===== src/rtl/assert_macros.svh =====
// Assertion shorthands for the frame serialiser; clock and reset names are fixed.
`ifndef ASSERT_MACROS_SVH
`define ASSERT_MACROS_SVH

// Hold a property on every rising edge outside reset.
`define WSFS_ASSERT(lbl, prop, msg) \
    lbl: assert property (@(posedge clk) disable iff (!rst_n) (prop)) else $error(msg);

// Forbid a condition on every rising edge outside reset.
`define WSFS_NEVER(lbl, cond, msg) \
    lbl: assert property (@(posedge clk) disable iff (!rst_n) !(cond)) else $error(msg);

`endif


===== src/rtl/wsfs_pkg.sv =====
package wsfs_pkg;

    localparam int MAX_PIXELS_DEF = 32;
    // pixel_count is six bits wide, so no frame ever reaches beyond this entry
    localparam int STORE_LIMIT    = 64;
    localparam int BITS_PER_PIXEL = 24;

    localparam logic [7:0] ONE_TICKS_RST   = 8'd160;
    localparam logic [7:0] ZERO_TICKS_RST  = 8'd80;
    localparam logic [7:0] LATCH_SLOTS_RST = 8'd50;

    localparam logic [1:0] MODE_WRITE = 2'd0;
    localparam logic [1:0] MODE_SHOW  = 2'd1;
    localparam logic [1:0] MODE_TICK  = 2'd2;

    localparam logic [1:0] CFG_PIXEL_COUNT = 2'd0;
    localparam logic [1:0] CFG_ONE_TICKS   = 2'd1;
    localparam logic [1:0] CFG_ZERO_TICKS  = 2'd2;
    localparam logic [1:0] CFG_LATCH_SLOTS = 2'd3;

    typedef struct packed {
        logic [1:0] mode;
        logic [9:0] pixel_index;
        logic [7:0] red;
        logic [7:0] green;
        logic [7:0] blue;
    } in_item_t;

    typedef struct packed {
        logic       slot_valid;
        logic [7:0] high_ticks;
        logic       frame_last;
        logic       busy_flag;
    } out_item_t;

    typedef enum logic [1:0] {
        ST_RUN,
        ST_COPY,
        ST_PRIME,
        ST_LOAD
    } state_t;

endpackage


===== src/rtl/wsfs_ram.sv =====
module wsfs_ram import wsfs_pkg::*; #(
    parameter int WIDTH = BITS_PER_PIXEL,
    parameter int DEPTH = MAX_PIXELS_DEF
) (
    input  logic                                   clk,
    input  logic                                   we,
    input  logic [((DEPTH > 1) ? $clog2(DEPTH) : 1)-1:0] waddr,
    input  logic [WIDTH-1:0]                       wdata,
    input  logic [((DEPTH > 1) ? $clog2(DEPTH) : 1)-1:0] raddr,
    output logic [WIDTH-1:0]                       rdata
);

    logic [WIDTH-1:0] mem_reg [DEPTH];
    logic [WIDTH-1:0] rdata_reg;

    always_ff @(posedge clk)
    begin
        if (we)
        begin
            mem_reg[waddr] <= wdata;
        end
        rdata_reg <= mem_reg[raddr];
    end

    assign rdata = rdata_reg;

endmodule


===== src/rtl/ws2812_frame_serializer_top.sv =====
// An accepted transaction's result is registered in the output register in the next cycle.
// Throughput: writes and slot ticks one per cycle while the output is not stalled; a show that
// starts a frame with at least one pixel holds off input during the snapshot copy through the
// RAM read port and the fetch of the first pixel; a slot position wrap at 1024 holds off input
// while the first pixel is fetched again.
// Reset: asynchronous, active low; clears pixel valid bits and frame state, and loads configuration defaults.
module ws2812_frame_serializer_top import wsfs_pkg::*; #(
    parameter int MAX_PIXELS = MAX_PIXELS_DEF
) (
    input  logic      clk,
    input  logic      rst_n,
    input  logic      cfg_write,
    input  logic [1:0] cfg_index,
    input  logic [7:0] cfg_data,
    input  logic      in_valid,
    output logic      in_ready,
    input  in_item_t  in_data,
    output logic      out_valid,
    input  logic      out_ready,
    output out_item_t out_data
);

    `include "assert_macros.svh"

    localparam int DEPTH = (MAX_PIXELS > STORE_LIMIT) ? STORE_LIMIT : MAX_PIXELS;
    localparam int AW    = (DEPTH > 1) ? $clog2(DEPTH) : 1;
    localparam int PXW   = $clog2(DEPTH + 1);

    // configuration
    logic [5:0]     pixel_count_reg;
    logic [7:0]     one_ticks_reg;
    logic [7:0]     zero_ticks_reg;
    logic [7:0]     latch_slots_reg;

    // frame parameters latched at show
    logic [7:0]     frm_one_reg;
    logic [7:0]     frm_zero_reg;
    logic [10:0]    data_slots_reg;
    logic [10:0]    total_reg;
    logic [PXW-1:0] frm_px_reg;

    logic           sending_reg;
    logic           sending_next;
    logic [9:0]     pos_reg;
    logic [4:0]     bit_cnt_reg;
    logic [PXW-1:0] px_reg;
    logic [23:0]    sh_reg;
    logic [PXW-1:0] cp_reg;
    logic [DEPTH-1:0] vld_reg;
    logic           vld_q_reg;
    state_t         state_reg;
    state_t         state_next;

    logic           out_valid_reg;
    out_item_t      out_reg;
    out_item_t      result;

    logic           in_fire;
    logic [PXW-1:0] act_px;
    logic           write_go;
    logic           show_go;
    logic           tick_go;
    logic           in_data_region;
    logic [10:0]    pos_inc;
    logic           is_last;
    logic           wrap;
    logic [7:0]     slot_high;
    logic [10:0]    new_data_slots;
    logic [10:0]    new_total;
    logic [PXW-1:0] px_plus;
    logic [PXW-1:0] cp_minus;

    logic           store_we;
    logic [AW-1:0]  store_waddr;
    logic [AW-1:0]  store_raddr;
    logic [23:0]    store_rdata;
    logic           snap_we;
    logic [AW-1:0]  snap_waddr;
    logic [23:0]    snap_wdata;
    logic [AW-1:0]  snap_raddr;
    logic [23:0]    snap_rdata;

    wsfs_ram #(.WIDTH(BITS_PER_PIXEL), .DEPTH(DEPTH)) u_store (
        .clk   (clk),
        .we    (store_we),
        .waddr (store_waddr),
        .wdata ({in_data.green, in_data.red, in_data.blue}),
        .raddr (store_raddr),
        .rdata (store_rdata)
    );

    wsfs_ram #(.WIDTH(BITS_PER_PIXEL), .DEPTH(DEPTH)) u_snap (
        .clk   (clk),
        .we    (snap_we),
        .waddr (snap_waddr),
        .wdata (snap_wdata),
        .raddr (snap_raddr),
        .rdata (snap_rdata)
    );

    // clamp the chain length to the store size
    assign act_px = ({5'd0, pixel_count_reg} > 11'(MAX_PIXELS)) ? PXW'(DEPTH)
                                                                : PXW'(pixel_count_reg);

    assign in_fire  = in_valid && in_ready;
    assign write_go = in_fire && (in_data.mode == MODE_WRITE)
                      && (11'(in_data.pixel_index) < 11'(act_px));
    assign show_go  = in_fire && (in_data.mode == MODE_SHOW) && !sending_reg;
    assign tick_go  = in_fire && (in_data.mode == MODE_TICK) && sending_reg;

    assign new_data_slots = 11'(act_px) * 11'(BITS_PER_PIXEL);
    assign new_total      = new_data_slots + {3'd0, latch_slots_reg};

    assign in_data_region = {1'b0, pos_reg} < data_slots_reg;
    assign pos_inc        = {1'b0, pos_reg} + 11'd1;
    assign is_last        = pos_inc >= total_reg;
    assign wrap           = (pos_reg == 10'h3FF);
    assign slot_high      = in_data_region ? (sh_reg[23] ? frm_one_reg : frm_zero_reg)
                                           : 8'd0;
    assign px_plus        = px_reg + 1'b1;
    assign cp_minus       = cp_reg - 1'b1;

    always_comb
    begin
        sending_next = sending_reg;
        if (show_go)
        begin
            sending_next = (new_total != 11'd0);
        end
        else if (tick_go && is_last)
        begin
            sending_next = 1'b0;
        end
    end

    always_comb
    begin
        result.slot_valid = tick_go;
        result.high_ticks = tick_go ? slot_high : 8'd0;
        result.frame_last = tick_go && is_last;
        result.busy_flag  = sending_next;
    end

    // next state
    always_comb
    begin
        state_next = state_reg;
        case (state_reg)
            ST_RUN:
            begin
                if (show_go && (act_px != '0))
                begin
                    state_next = ST_COPY;
                end
                else if (tick_go && !is_last && wrap)
                begin
                    state_next = ST_PRIME;
                end
            end
            ST_COPY:
            begin
                if (cp_reg == frm_px_reg)
                begin
                    state_next = ST_PRIME;
                end
            end
            ST_PRIME:
            begin
                state_next = ST_LOAD;
            end
            ST_LOAD:
            begin
                state_next = ST_RUN;
            end
            default:
            begin
                state_next = ST_RUN;
            end
        endcase
    end

    // outputs of the sequencer
    always_comb
    begin
        in_ready    = 1'b0;
        store_we    = write_go;
        store_waddr = in_data.pixel_index[AW-1:0];
        store_raddr = cp_reg[AW-1:0];
        snap_we     = 1'b0;
        snap_waddr  = cp_minus[AW-1:0];
        snap_wdata  = vld_q_reg ? store_rdata : 24'd0;
        snap_raddr  = px_plus[AW-1:0];
        case (state_reg)
            ST_RUN:
            begin
                in_ready = !out_valid_reg || out_ready;
            end
            ST_COPY:
            begin
                snap_we = (cp_reg != '0);
            end
            ST_PRIME:
            begin
                snap_raddr = '0;
            end
            ST_LOAD:
            begin
                snap_raddr = px_plus[AW-1:0];
            end
            default:
            begin
                in_ready = 1'b0;
            end
        endcase
    end

    always_ff @(posedge clk or negedge rst_n)
    begin
        if (!rst_n)
        begin
            pixel_count_reg <= '0;
            one_ticks_reg   <= ONE_TICKS_RST;
            zero_ticks_reg  <= ZERO_TICKS_RST;
            latch_slots_reg <= LATCH_SLOTS_RST;
        end
        else if (cfg_write)
        begin
            case (cfg_index)
                CFG_PIXEL_COUNT: pixel_count_reg <= cfg_data[5:0];
                CFG_ONE_TICKS:   one_ticks_reg   <= cfg_data;
                CFG_ZERO_TICKS:  zero_ticks_reg  <= cfg_data;
                CFG_LATCH_SLOTS: latch_slots_reg <= cfg_data;
                default:         pixel_count_reg <= pixel_count_reg;
            endcase
        end
    end

    always_ff @(posedge clk or negedge rst_n)
    begin
        if (!rst_n)
        begin
            state_reg      <= ST_RUN;
            sending_reg    <= 1'b0;
            pos_reg        <= '0;
            bit_cnt_reg    <= '0;
            px_reg         <= '0;
            cp_reg         <= '0;
            vld_reg        <= '0;
            vld_q_reg      <= 1'b0;
            frm_one_reg    <= '0;
            frm_zero_reg   <= '0;
            data_slots_reg <= '0;
            total_reg      <= '0;
            frm_px_reg     <= '0;
            out_valid_reg  <= 1'b0;
        end
        else
        begin
            state_reg   <= state_next;
            sending_reg <= sending_next;
            vld_q_reg   <= vld_reg[cp_reg[AW-1:0]];

            if (write_go)
            begin
                vld_reg[in_data.pixel_index[AW-1:0]] <= 1'b1;
            end

            if (in_fire)
            begin
                out_valid_reg <= 1'b1;
            end
            else if (out_ready)
            begin
                out_valid_reg <= 1'b0;
            end

            if (show_go)
            begin
                frm_one_reg    <= one_ticks_reg;
                frm_zero_reg   <= zero_ticks_reg;
                data_slots_reg <= new_data_slots;
                total_reg      <= new_total;
                frm_px_reg     <= act_px;
                pos_reg        <= '0;
                bit_cnt_reg    <= '0;
                px_reg         <= '0;
                cp_reg         <= '0;
            end
            else if (state_reg == ST_COPY)
            begin
                cp_reg <= cp_reg + 1'b1;
            end
            else if (tick_go)
            begin
                if (is_last || wrap)
                begin
                    // restart the walk from the first pixel
                    pos_reg     <= '0;
                    bit_cnt_reg <= '0;
                    px_reg      <= '0;
                end
                else
                begin
                    pos_reg <= pos_inc[9:0];
                    if (in_data_region)
                    begin
                        if (bit_cnt_reg == 5'(BITS_PER_PIXEL - 1))
                        begin
                            bit_cnt_reg <= '0;
                            px_reg      <= px_plus;
                        end
                        else
                        begin
                            bit_cnt_reg <= bit_cnt_reg + 5'd1;
                        end
                    end
                end
            end
        end
    end

    // pixel shift register: load at a pixel boundary, shift one bit per data slot
    always_ff @(posedge clk)
    begin
        if (state_reg == ST_LOAD)
        begin
            sh_reg <= snap_rdata;
        end
        else if (tick_go && in_data_region && !is_last)
        begin
            if (bit_cnt_reg == 5'(BITS_PER_PIXEL - 1))
            begin
                sh_reg <= snap_rdata;
            end
            else
            begin
                sh_reg <= {sh_reg[22:0], 1'b0};
            end
        end
    end

    always_ff @(posedge clk)
    begin
        if (in_fire)
        begin
            out_reg <= result;
        end
    end

    assign out_valid = out_valid_reg;
    assign out_data  = out_reg;

    `WSFS_ASSERT(a_last_ends_frame, (tick_go && is_last) |=> !sending_reg,
                 "frame still busy after its last slot")
    `WSFS_ASSERT(a_copy_in_frame, (state_reg == ST_COPY) |-> sending_reg,
                 "snapshot copy outside a frame")
    `WSFS_ASSERT(a_pos_in_frame, sending_reg |-> ({1'b0, pos_reg} < total_reg),
                 "slot position beyond frame length")
    `WSFS_NEVER(a_idle_slot_clean, out_valid && !out_data.slot_valid
                && (out_data.frame_last || (out_data.high_ticks != 8'd0)),
                "non-slot result carries slot data")

endmodule

===== config.mk =====
export PLATFORM = sky130hd
export DESIGN_NAME = ws2812_frame_serializer_top
export DESIGN_NICKNAME = d
export VERILOG_FILES = /design/src/rtl/wsfs_pkg.sv /design/src/rtl/wsfs_ram.sv /design/src/rtl/ws2812_frame_serializer_top.sv
export VERILOG_INCLUDE_DIRS = /design/src /design/src/rtl
export SDC_FILE = /design/constraint.sdc
export NUM_CORES = 2
export LEC_CHECK = 0
export ABC_CLOCK_PERIOD_IN_PS = 3850
export BUFFER_PORTS_ARGS = -buffer_cell sky130_fd_sc_hd__buf_4
export CAP_MARGIN = 40
export CELL_PAD_IN_SITES_DETAIL_PLACEMENT = 0
export CELL_PAD_IN_SITES_GLOBAL_PLACEMENT = 2
export CORE_MARGIN = 2
export CORE_UTILIZATION = 43
export CTS_CLUSTER_DIAMETER = 30
export CTS_CLUSTER_SIZE = 24
export DETAILED_ROUTE_END_ITERATION = 12
export GPL_ROUTABILITY_DRIVEN = 0
export PLACE_DENSITY_LB_ADDON = 0.05
export SLEW_MARGIN = 10
export SYNTH_ARGS = -nofsm -noshare
export SYNTH_HDL_FRONTEND = slang
export SYNTH_HIERARCHICAL = 1
export SYNTH_SLANG_ARGS = --single-unit

===== constraint.sdc =====
create_clock -name clk -period 3.85 [get_ports clk]
set_clock_uncertainty 0.1 [all_clocks]
set_input_delay 0.1925 -clock clk [delete_from_list [all_inputs] [get_ports clk]]
set_output_delay 0.1925 -clock clk [all_outputs]
set_load 0.05 [all_outputs]

==> results.json <==
{
  "cts_buffer_depth": 4,
  "fp.coreArea_um2": 161000,
  "grt_max_degree": 93,
  "syn_area_um2": 69700,
  "die_y_um": 406,
  "leakage_nw": 32.1,
  "ir_worst_vdd_uv": 769,
  "numPortBuffers": 63,
  "worst_pin_slew_ns": 0.836,
  "hold_violations": 0,
  "crit_fanout": 19,
  "relSlewSlack_pct": 44.3,
  "fmax_ghz": 0.270,
  "syn_avg_cell_area_um2": 16.5,
  "whs_endpoint": "pixel_count_reg[1]",
  "num_vias": 38100,
  "grt_pass1_vias": 40200,
  "chipWidth_um": 406,
  "worstHoldStart": "cfg_index[0]",
  "syn-num-nets": 4307,
  "fillCellCount": 12800,
  "antenna_left": 0,
  "dr.first_iter.drc_count": 2357,
  "r2r_end": "u_store/mem_reg[12][19]",
  "hold_path_depth": 4,
  "cts.sinks": 1752,
  "fin_crit_sh_pct": 96.1,
  "cts_tree": "built",
  "crit_family": "simple AND/OR/NAND/NOR gates",
  "path_class": "reg2reg",
  "yosys_register_bits": 1752,
  "wl_mm": 174,
  "r2r_start": "pixel_count_reg[5]",
  "final_common_cell": "edfxtp_1",
  "rsz0062_at_grt": "no",
  "crit_path_max_incr_delay_ns": 0.75,
  "setup_viol": 0,
  "drt-vias-per-instance": 5.30,
  "drc": 0,
  "grt_overflow": 0,
  "slew_violations": 0,
  "ys_seq_area_share_pct": 73.9,
  "outcome": "finished, final reports clean",
  "htree_levels": 5,
  "finalCriticalPeriod_ns": 3.70,
  "placementRows": 147,
  "ios": 64,
  "cts-root-buf": "clkbuf_16",
  "holdWs_ns": 0.159,
  "hp-class": "in2reg",
  "cap_violations": 0,
  "synth_edf_count": 1571,
  "dr.pass1.iters": 5,
  "synth-main-ff-cell": "edfxtp_1",
  "netlist_instances": 4211,
  "grt_usage_pct": 21.2,
  "grt_first_pass_wirelength_mm": 258,
  "synth_warnings": 6,
  "final_cell_mix": "edfxtp_1 (1571), mux2i_1 (779), clkbuf_16 (414), nand2_1 (250)",
  "crit_path_end_kind": "flip-flop",
  "area_delta_synth_final_pct": 27.4,
  "numCtsBuffers": 410,
  "synth_async_sr_flop_share_pct": 7.59,
  "hpwlAfterDp_mm": 98.2,
  "crit_path_top_delay_cell": "or3b_2",
  "start_util_pct": 43.3,
  "drive_above_1_share_pct": 20.6,
  "ctsResizeCount": 0,
  "r2r_cells": 11,
  "cp-start-kind": "flip-flop",
  "power.density_nw_per_um2": 815,
  "synth_cell_types": 66,
  "avgRoutedWirePerCell_um": 24.1,
  "clk_pin_slew_ns": 0.04,
  "crit_required_ns": 4.34,
  "antenna_found_initial": 2,
  "arrival_ns": 4.19,
  "nets": 4796,
  "die-area_um2": 165000,
  "r2r_slack_ns": 0.15,
  "cpMostUsedCell": "a21o_1",
  "path_cells": "inv_2 > nand2_1 > ha_1 > a21o_1 > a21o_1 > a21oi_4 > or2_1 > and2_1 > or3b_2 > nor2_4 > buf_12",
  "cp_num_buf_inv": 2,
  "setup_tns_ns": 0,
  "insertion_delay_ns": 0.94
}
worst register-to-register path: stages, from the launching register on:
cell and delay (ns):
dfrtp_1 0.43, inv_2 0.18, nand2_1 0.16, ha_1 0.31, a21o_1 0.16, a21o_1 0.20, a21oi_4 0.14, or2_1 0.13
and2_1 0.26, or3b_2 0.76, nor2_4 0.32, buf_12 0.21
cells in the mapped netlist (all sizes together), types with 5 or more instances:
| library cell | instances | area share [%] |
|---|---|---|
| edfxtp | 1571 | 68 |
| mux2i | 779 | 11 |
| nand2 | 250 | 1.3 |
| nand3 | 166 | 1.2 |
| a21oi | 155 | 1.1 |
| buf | 151 | 1.6 |
| a22oi | 144 | 1.6 |
| dfrtp | 126 | 4.5 |
| nor2 | 115 | 0.62 |
| a22o | 96 | 1.2 |
| clkbuf | 75 | 0.41 |
| a31oi | 62 | 0.56 |
| nor3 | 58 | 0.42 |
| mux2 | 53 | 0.86 |
| inv | 50 | 0.27 |
| dfxtp | 48 | 1.4 |
| ha | 43 | 0.77 |
| o21ai | 39 | 0.28 |
| and2 | 30 | 0.27 |
| o21bai | 28 | 0.30 |
| xnor2 | 16 | 0.20 |
| xor2 | 16 | 0.20 |
| nand3b | 15 | 0.16 |
| mux4 | 10 | 0.32 |
| nand4 | 10 | 0.090 |
| nor2b | 8 | 0.072 |
| and3 | 7 | 0.063 |
| dfstp | 7 | 0.26 |
| or3b | 7 | 0.088 |
| a32o | 6 | 0.086 |
| nand2b | 6 | 0.054 |
| o22ai | 6 | 0.054 |
| or3 | 6 | 0.054 |
| a21o | 5 | 0.054 |
| a31o | 5 | 0.063 |
power by group:
| group | internal (mW) | switching [mW] | leakage [nW] |
|---|---|---|---|
| clock network | 24.5 | 10.3 | 6.75 |
| logic | 5.41 | 9.39 | 10.3 |
| registers | 22.1 | 0.556 | 15.1 |
| total | 52.1 | 20.3 | 32.1 |
per-stage QoR:
step	instances	power (mW)	setup WS (ns)	utilization (%)	area (um^2)
after global placement	6363	37.9	0.237	45.9	73700
after detailed placement	6380	38.0	0.191	46.0	74000
after global routing	7189	75.1	0.0183	55.2	88700
after CTS	7189	73.1	0.152	55.2	88700
after floorplan	4211	33.1	-0.240	-	69700
final	7190	72.3	0.151	55.2	88700
final cells by class:
class / instances / area [um^2] / share of cell area (%)
clock inverter: 254 / 3200 / 3.60
clock buffer: 487 / 10900 / 12.2
antenna: 1 / 2.50 / 0.00282
sequential: 1752 / 51500 / 58.0
inverter: 50 / 188 / 0.212
timing repair buffer: 303 / 3220 / 3.63
tap: 2160 / 2700 / 3.05
multi-input combinational: 2183 / 17100 / 19.3
timing repair:
action	in CTS	in global routing
buffers inserted	0	0
hold buffers	68	0
endpoints found under the hold margin	1069	0
per-layer routing:
| metal | global-route usage [%] | part of all wire, % | wire length [um] |
|---|---|---|---|
| met5 | 0 | 0 | 0 |
| met1 | 27.2 | 44 | 75900 |
| met3 | 3.85 | 3.7 | 6340 |
| met2 | 36.4 | 51 | 87600 |
| met4 | 6.40 | 2.1 | 3690 |
logic make-up after synthesis:
| logic type | after synthesis | synth area share, % |
|---|---|---|
| adder cells (fa/ha/maj) | 45 | 0.830 |
| AO/OA/AOI/OAI | 570 | 5.65 |
| flip-flops | 1752 | 73.9 |
| AND/OR/NAND/NOR | 694 | 4.60 |
| XOR/XNOR | 32 | 0.402 |
| buffers and inverters | 276 | 2.25 |
| multiplexers | 842 | 12.4 |
worst max-delay path by stage:
stage,from,endpoint,slack (ns),cells after the start
4_1_cts,pixel_count_reg[5],u_store/mem_reg[12][13],0.15,11
3_5_place_dp,pixel_count_reg[5],u_store/mem_reg[12][20],0.19,11
2_1_floorplan,pixel_count_reg[5],u_store/mem_reg[12][0],-0.24,12
3_3_place_gp,pixel_count_reg[5],u_store/mem_reg[12][2],0.24,11
5_1_grt,pixel_count_reg[5],u_store/mem_reg[12][13],0.02,11
6_report,pixel_count_reg[5],u_store/mem_reg[12][19],0.15,11
No activity file was read; power rests on OpenSTA's default activity.
